`src/lrce_pkg.sv`:
```
// Shared constants and tables for the LED ring chaser engine.
`timescale 1ns / 1ps

package lrce_pkg;

  localparam int LRCE_LED_COUNT_DEF = 32;
  localparam int LED_INDEX_W = 5;
  localparam int LED_COLOR_W = 16;

  localparam logic [LED_COLOR_W-1:0] PAT3 [3] = '{16'h000F, 16'h001F, 16'h000F};
  localparam logic [LED_COLOR_W-1:0] PAT5 [5] = '{16'h000A, 16'h0015, 16'h001F,
                                                  16'h0015, 16'h000A};

  localparam logic [7:0] COLOR_STEP = 8'h10;

endpackage

```
`src/lrce_color_step.sv`:
```
// Color-change step: bumps red, carries into green, then into blue.
`timescale 1ns / 1ps

module lrce_color_step
  import lrce_pkg::*;
(
  input  logic [LED_COLOR_W-1:0] color_in,
  output logic [LED_COLOR_W-1:0] color_out
);

  logic [7:0] r8;
  logic [7:0] g8;
  logic [7:0] b8;
  logic [7:0] r_new;
  logic [7:0] g_new;
  logic [7:0] b_new;

  always_comb begin
    r8 = {color_in[15:11], 3'b000};
    g8 = {color_in[10:5], 2'b00};
    b8 = {color_in[4:0], 3'b000};
    r_new = r8 + COLOR_STEP;
    g_new = (r_new == 8'd0) ? (g8 + COLOR_STEP) : g8;
    b_new = (g_new == 8'd0) ? (b8 + COLOR_STEP) : b8;
    color_out = {r_new[7:3], g_new[7:2], b_new[7:3]};
  end

endmodule

```
`config.mk`:
```
export PLATFORM = sky130hd
export DESIGN_NAME = lrce_color_step
export DESIGN_NICKNAME = d
export VERILOG_FILES = /design/src/lrce_pkg.sv /design/src/lrce_color_step.sv
export SDC_FILE = /design/constraint.sdc
export NUM_CORES = 1
export LEC_CHECK = 0
export BUFFER_PORTS_ARGS = -buffer_cell sky130_fd_sc_hd__buf_2
export CORE_AREA = 2 2 39 41
export DETAILED_ROUTE_END_ITERATION = 6
export DIE_AREA = 0 0 41 43
export SLEW_MARGIN = 20
export SYNTH_ARGS = -nofsm -noshare
export SYNTH_HDL_FRONTEND = slang
export SYNTH_SLANG_ARGS = --single-unit
```
`constraint.sdc`:
```
create_clock -name vclk -period 3.8
set_input_delay 0.95 -clock vclk [all_inputs]
set_output_delay 0.95 -clock vclk [all_outputs]
set_load 0.02 [all_outputs]
```
==> flow_metrics.env, run 1 <==
export IMPL_status="finished, violations left"
export IMPL_violations="setup timing"
export IMPL_first_pass_iters=1
export IMPL_die_h_um=43
export IMPL_final_nets=100
export IMPL_synth_top_family_by_area="simple AND/OR/NAND/NOR gates"
export IMPL_die_w_um=41
export IMPL_die_area_mm2=0.00176
export IMPL_yosysSeqAreaShare_pct=0
export IMPL_drc=0
export IMPL_core_area_mm2=0.00138
export IMPL_synth_adder_area_share_pct=12.0
export IMPL_antenna_found_initial=0
export IMPL_start_kind="input port"
export IMPL_tightest_slew_ns=0.259
export IMPL_startpoint="color_in[13]"
export IMPL_row_count=14
export IMPL_grt_max_degree=5
export IMPL_grt_overflow_total=0
export IMPL_critical_path_max_stage_delay_ns=0.52
export IMPL_hold_ws_ns=1.90
export IMPL_finalWirelength_um=902
export IMPL_synthesis_area_um2=313
export IMPL_area_growth_pct=124
export IMPL_syn_inst=40
export IMPL_seq_cells=0
export IMPL_cap_viol_max_count=0
export IMPL_rsz0062_at_grt="true"
export IMPL_critical_path_class="input port to primary output"
export IMPL_synth_compound_area_share_pct=14.8
export IMPL_io_buffers=30
export IMPL_vias=423
export IMPL_relSlewSlack_pct=82.5
export IMPL_avgRoutedWirePerCell_um=9.49
export IMPL_cp_endpoint="color_out[2]"
export IMPL_synth_xor_area_share_pct=25.2
export IMPL_slew_viol_final=0
export IMPL_synthTopCellsByArea="xor2_1, ha_1, buf_4"
export IMPL_min_period_ns=4.03
export IMPL_final_clkbuf_count=0
export IMPL_grt_pass1_vias=391
export IMPL_drtIter0Drc=0
export IMPL_num_io_pins=32
export IMPL_finalPower_w=0.0000767
export IMPL_timing_critical_path_slowest_stage_cell="or4b_4"
export IMPL_peakVddDrop_mv=0.0413
export IMPL_yosys_area_share_simple_pct=27.6
export IMPL_fmax_mhz=248
export IMPL_crit_path_max_fanout=2
export IMPL_worst_slack_ns=-0.230
export IMPL_crit_chain="buf_8, ha_4, nand2b_4, or3_4, or4b_4, a221oi_4, mux2_4, buf_6"
export IMPL_synth_nets=59
export IMPL_netlist_top_cell_by_area="xor2_1"
export IMPL_ys_warn_count=0
export IMPL_synthDistinctLibCells=20
export IMPL_gp_congestion=0.706
export IMPL_hold_violations=0
export IMPL_num_antenna_cells=0
export IMPL_drtAntennaViolNets=0
export IMPL_setup_violations=4
export IMPL_muxShareOfSynthArea_pct=7.20
export IMPL_drive_gt1_share_pct=70.9
export IMPL_hpwl_um=803
export IMPL_hp_class="input port to primary output"
export IMPL_start_util_pct=22.6
export IMPL_finalCritPeriodShare_pct=106
export IMPL_syn_area_per_cell_um2=7.82
export IMPL_synth_top_cell_area_share_pct=22.4
export IMPL_track_usage_pct=11.5
export IMPL_end_kind="primary output"
export IMPL_crit_required_ns=2.85
export IMPL_power_leakage_nw=0.355
export IMPL_seq_area_um2=0
export IMPL_viasPerCell=4.45
export IMPL_crit_arrival_ns=3.08
export IMPL_power_density_mw_per_mm2=110
export IMPL_grt_pass1_wl_mm=1.52
how the worst min path moves through the flow:
stage,to,slack [ns],depth (start not counted),startpoint
3_3_place_gp,color_out[0],1.90,0,color_in[0]
5_1_grt,color_out[0],1.90,0,color_in[0]
2_1_floorplan,color_out[12],1.98,1,color_in[12]
6_report,color_out[0],1.90,0,color_in[0]
3_5_place_dp,color_out[0],1.90,0,color_in[0]
4_1_cts,color_out[0],1.90,0,color_in[0]
cells in the final DEF (no fill, tap or decap), types with 2 or more instances in the layout:
master and count:
buf_4 14, buf_2 24, xor2_1 4, xor2_2 3, nand4_1 2, ha_1 2
nand2_1 2, nor2_1 3, nand3_1 2, a221oi_4 3, inv_1 3, buf_6 4
cells by family (layout without fill, tap and decap cells):
group	Yosys count	after routing
AOI/OAI and AO/OA	5	5
buffers and inverters	7	46
muxes	2	2
and+or+nand+nor	14	14
adders and majority gates	3	3
xor gates and xnor gates	9	9
worst max-delay path, delay by kind of cell:
kind                       cells  cell delay [ns]
buffers and inverters          2             0.23
adders and majority gates      1             0.22
muxes                          1             0.33
AOI/OAI and AO/OA              1             0.31
and+or+nand+nor                3             1.03
synth_stat cells, types with 2 or more instances:
cell      number
a221oi_1       2
buf_4          4
ha_1           3
inv_1          3
nand2_1        2
nand3_1        2
nand4_1        2
nor2_1         3
xor2_1         8
per-layer routing:
layer	wire length (µm)	track usage, %	up-vias
met5	0	0	-
met2	493	21.9	17
met4	0	0	0
li1	-	-	217
met1	345	14.5	189
met3	63	0	0
area by class of cell:
cell class,instances,area [µm²]
Fill cell,146,684
Inverter,3,11.3
Multi-Input combinational cell,33,383
Tap cell,16,20.0
Timing Repair Buffer,43,285
per-stage QoR:
stage          worst slack [ns]  setup TNS [ns]  utilization, %  instances  area [µm²]
2_1_floorplan            -0.140          -0.262               -         40         402
3_3_place_gp             -0.298           -1.16            45.7         94         632
3_5_place_dp             -0.325           -1.22            45.7         94         632
4_1_cts                  -0.237          -0.894            49.5         94         684
5_1_grt                  -0.302           -1.12            50.5         95         699
6_report                 -0.230          -0.825            50.5         95         699
power breakdown:
group          total [W]  switching, W  internal [W]
Combinational  0.0000767     0.0000402     0.0000365
Sequential             0             0             0
Clock                  0             0             0
timing repair:
item,CTS,global route
gates resized for setup,10,2
setup buffers,0,1
endpoints found under the setup margin,4,4
pin swaps,6,1
hold buffers,0,0
No activity file was read; power rests on OpenSTA's default activity.
==> run 2, diff against run 1 <==
Settings changed: ABC_AREA set to 1, PLACE_DENSITY set to 0.71, TNS_END_PERCENT set to 10.
==> flow_metrics.env, run 2 <==
export IMPL_seq_cells=0
export IMPL_fin_area_um2=587
export IMPL_synthTopCellsByArea="nand2_1, nand3_1, nand2_4"
export IMPL_place_area_um2=587
export IMPL_grt_overflow_total=0
export IMPL_hp_class="input port to primary output"
export IMPL_final_cell_mix="buf_2, nand2_1, nand3_1"
export IMPL_ys_warn_count=0
export IMPL_netlist_top_cell_by_area="nand2_1"
export IMPL_syn_area_per_cell_um2=6.04
export IMPL_antenna_found_initial=0
export IMPL_num_antenna_cells=0
export IMPL_synth_nets=93
export IMPL_die_h_um=43
export IMPL_finalWirelength_mm=1.01
export IMPL_viasPerCell=4.43
export IMPL_first_pass_iters=4
export IMPL_io_buffers=30
export IMPL_die_area_mm2=0.00176
export IMPL_die_w_um=41
export IMPL_grt_pass1_vias=433
export IMPL_synth_most_common_cell="nand2_1"
export IMPL_muxShareOfSynthArea_pct=0
export IMPL_tightest_slew_ns=0.174
export IMPL_drc=0
export IMPL_core_area_mm2=0.00138
export IMPL_crit_path_max_fanout=7
export IMPL_syn_inst=74
export IMPL_fillers=169
export IMPL_area_growth_pct=31.4
export IMPL_rsz0062_at_grt="false"
export IMPL_start_util_pct=32.3
export IMPL_avgRoutedWirePerCell_um=8.68
export IMPL_finalSetupTns_ns=0
export IMPL_crit_required_ns=2.85
export IMPL_hpwl_um=932
export IMPL_status="complete, no violations"
export IMPL_power_leakage_nw=0.368
export IMPL_synth_adder_area_share_pct=8.40
export IMPL_grt_pass1_wl_mm=1.57
export IMPL_hold_violations=0
export IMPL_min_period_ns=3.47
export IMPL_peakVddDrop_mv=0.0473
export IMPL_final_common_cell="buf_2"
export IMPL_seq_area_um2=0
export IMPL_synthesis_area_um2=447
export IMPL_drtAntennaViolNets=0
export IMPL_multi_input_area_um2=372
export IMPL_post_cts_resized=0
export IMPL_fmax_mhz=288
export IMPL_cap_viol_max_count=0
export IMPL_netlist_top_cells_count="nand2_1, nand3_1, inv_1"
export IMPL_synth_compound_area_share_pct=3.64
export IMPL_num_io_pins=32
export IMPL_relSlewSlack_pct=88.4
export IMPL_end_kind="primary output"
export IMPL_power_density_mw_per_mm2=125
export IMPL_drive_gt1_share_pct=48.0
export IMPL_setup_violations=0
export IMPL_drtIter0Drc=3
export IMPL_synthDistinctLibCells=18
export IMPL_grt_max_degree=8
export IMPL_cts_hold_buf=0
export IMPL_vias=514
export IMPL_crit_arrival_ns=2.52
export IMPL_synth_xor_area_share_pct=5.88
export IMPL_start_kind="input port"
export IMPL_synth_top_family_by_area="simple AND/OR/NAND/NOR gates"
export IMPL_post_cts_buffers=0
export IMPL_final_nets=121
export IMPL_slew_viol_final=0
export IMPL_synth_top_cell_area_share_pct=17.6
export IMPL_finalCritPeriodShare_pct=91.3
export IMPL_gp_congestion=0.692
export IMPL_track_usage_pct=12.1
export IMPL_final_clkbuf_count=0
export IMPL_yosysSeqAreaShare_pct=0
export IMPL_critical_path_class="input port to primary output"
export IMPL_yosys_area_share_simple_pct=65.3
export IMPL_row_count=14
-- run 2: cell types whose count changed in the layout (fill, tap and decap cells not counted), sizes merged, moves of 2 or more --
cell	change
buf	-13
nand2	+27
inv	+9
xor2	-6
mux2	-2
a221oi	-3
nand3	+11
nor2	+3
-- run 2: area by class of cell --
type,instances,share of cell area [%]
multi-input cells,58,63.3
well taps,16,3.41
repair buffers,30,25.6
inverters,12,7.68
-- run 2: worst max-delay path, cell delays in order --
cell and delay [ns]:
buf_2 0.13, ha_1 0.30, nor2_1 0.11, nand2_1 0.13, nor2_8 0.18, nand2_4 0.10, nand2_2 0.08, nand2_4 0.06
nor2_2 0.09, nand3_2 0.11, nand2_1 0.08, nand2_1 0.04, buf_2 0.15
-- run 2: stage by stage --
step	worst slack (ns)	power [W]	utilization [%]	std cells	hold slack, ns
global placement	0.360	0.0000724	42.4	116	1.90
CTS	0.327	0.0000742	42.4	116	1.90
detailed placement	0.331	0.0000740	42.4	116	1.90
finish	0.330	0.0000734	42.4	116	1.90
global route	0.191	0.0000808	42.4	116	1.90
floorplan	0.404	0.0000522	-	74	1.98
-- run 2: path summary, 6_finish.rpt --
kind / cells past startpoint / endpoint / from / slack, ns
hold / removal: 0 / color_out[0] / color_in[0] / 1.90
setup / recovery: 13 / color_out[1] / color_in[12] / 0.33
-- run 2: logic make-up after synthesis --
logic type                 count (synthesis)
buffers and inverters                     16
AOI/OAI and AO/OA                          1
adders and majority gates                  3
xor gates and xnor gates                   3
and+or+nand+nor                           51
-- run 2: metal layers --
metal  up-vias  part of all wire [%]  track usage, %
met5         -                     0               0
met4         0                     0               0
met3         0                   4.0               0
met2        11                    51            22.5
met1       220                    45            15.5
li1        283                     -               -
-- run 2: report_power, final --
group | leakage [nW] | total, W | switching (W) | internal (W)
Sequential | 0 | 0 | 0 | 0
Clock | 0 | 0 | 0 | 0
Combinational | 0.368 | 0.0000734 | 0.0000467 | 0.0000267
Total | 0.368 | 0.0000734 | 0.0000467 | 0.0000267
==> run 3, diff against run 2 <==
Settings changed: ABC_AREA 1 to unset, PLACE_DENSITY 0.71 to unset.
==> flow_metrics.env, run 3 (synthesis gave the netlist of run 1 again) <==
export IMPL_crit_family="simple AND/OR/NAND/NOR gates"
export IMPL_row_count=14
export IMPL_hold_ws_ns=1.90
export IMPL_finalCritPeriodShare_pct=105
export IMPL_hold_violations=0
export IMPL_track_usage_pct=10.9
export IMPL_grt_max_degree=5
export IMPL_setup_violations=4
export IMPL_core_area_mm2=0.00138
export IMPL_avgRoutedWirePerCell_um=9.73
export IMPL_final_cell_mix="buf_2, buf_4, xor2_1"
export IMPL_finalWirelength_um=915
export IMPL_finalSetupTns_ns=-0.671
export IMPL_crit_chain="buf_8, ha_4, xor2_4, or3_4, or4b_4, a221oi_4, mux2_4, buf_6"
export IMPL_relSlewSlack_pct=81.0
export IMPL_viasPerCell=4.34
export IMPL_vias=408
export IMPL_end_kind="primary output"
export IMPL_postLayoutCoreUtil_pct=47.6
export IMPL_peakVddDrop_mv=0.0372
export IMPL_cap_viol_max_count=0
export IMPL_min_period_ns=3.98
export IMPL_critical_path_buf_inv_count=2
export IMPL_power_leakage_nw=0.335
export IMPL_drtAntennaViolNets=0
export IMPL_grt_pass1_wl_mm=1.42
export IMPL_worst_slack_ns=-0.184
export IMPL_place_area_um2=609
export IMPL_die_w_um=41
export IMPL_crit_arrival_ns=3.03
export IMPL_start_util_pct=22.6
export IMPL_power_density_mw_per_mm2=112
export IMPL_crit_path_max_fanout=3
export IMPL_io_buffers=30
export IMPL_fin_area_um2=658
export IMPL_status="finished, violations left"
export IMPL_final_clkbuf_count=0
export IMPL_critical_path_class="input port to primary output"
export IMPL_hold_depth=0
export IMPL_start_kind="input port"
export IMPL_grt_overflow_total=0
export IMPL_hp_class="input port to primary output"
export IMPL_min_from="color_in[0]"
export IMPL_grt_pass1_vias=369
export IMPL_seq_cells=0
export IMPL_final_common_cell="buf_2"
export IMPL_critical_path_max_stage_delay_ns=0.51
export IMPL_drtIter0Drc=1
export IMPL_crit_required_ns=2.85
export IMPL_dp_slack_ns=-0.344
export IMPL_area_growth_pct=110
export IMPL_hpwl_um=770
export IMPL_num_io_pins=32
export IMPL_antenna_found_initial=0
export IMPL_slew_viol_final=0
export IMPL_first_pass_iters=2
export IMPL_drc=0
export IMPL_fillers=146
export IMPL_seq_area_um2=0
export IMPL_timing_critical_path_slowest_stage_cell="or4b_4"
export IMPL_fmax_mhz=251
export IMPL_die_area_mm2=0.00176
export IMPL_violations="setup timing"
export IMPL_final_nets=99
export IMPL_gp_congestion=0.719
export IMPL_tightest_slew_ns=0.281
export IMPL_drive_gt1_share_pct=67.9
export IMPL_rsz0062_at_grt="true"
export IMPL_min_to="color_out[0]"
export IMPL_num_antenna_cells=0
export IMPL_die_h_um=43
==> run 3: cell count changes in the layout (fill, tap and decap cells not counted), moves of 4 or more <==
| cell | change |
|---|---|
| nand2_2 | -4 |
| nand2_1 | -19 |
| xor2_1 | +4 |
| nand3_1 | -10 |
| buf_4 | +15 |
| buf_2 | -6 |
| nand2_4 | -4 |
| inv_1 | -7 |
==> run 3: worst max-delay path by stage <==
stage | startpoint | to | slack [ns] | cells after the start
6_report | color_in[12] | color_out[2] | -0.18 | 8
3_5_place_dp | color_in[12] | color_out[2] | -0.34 | 8
5_1_grt | color_in[12] | color_out[3] | -0.24 | 9
4_1_cts | color_in[12] | color_out[2] | -0.18 | 8
2_1_floorplan | color_in[12] | color_out[2] | -0.14 | 6
3_3_place_gp | color_in[12] | color_out[2] | -0.34 | 8
==> run 3: power by group <==
group / leakage (nW) / internal (W) / switching (W) / total [W]
clock network: 0 / 0 / 0 / 0
logic: 0.335 / 0.0000348 / 0.0000391 / 0.0000739
registers: 0 / 0 / 0 / 0
total: 0.335 / 0.0000348 / 0.0000391 / 0.0000739
==> run 3: layer usage <==
layer / vias up / routed length, µm / GRT usage, %
met3: 0 / 64 / 0
met1: 173 / 366 / 13.7
li1: 220 / - / -
met2: 15 / 484 / 20.6
met5: - / 0 / 0
met4: 0 / 0 / 0
==> run 3: repair_timing <==
item	CTS	global route
buffers inserted	1	0
hold buffers	0	0
endpoints found under the setup margin	4	4
resized for setup	7	2
pin swaps	4	1
hold endpoints to repair	0	0
==> run 3: through the flow <==
stage	power, W	instances
after floorplan	0.0000419	40
after global placement	0.0000689	93
after CTS	0.0000731	94
after detailed placement	0.0000696	93
after global routing	0.0000800	94
final	0.0000739	94
==> run 3: cell type report <==
type	count	area, µm²	area share (%)
inverter	3	11.3	1.71
tap	16	20.0	3.04
timing repair buffer	42	270	41.1
multi-input combinational	33	357	54.2
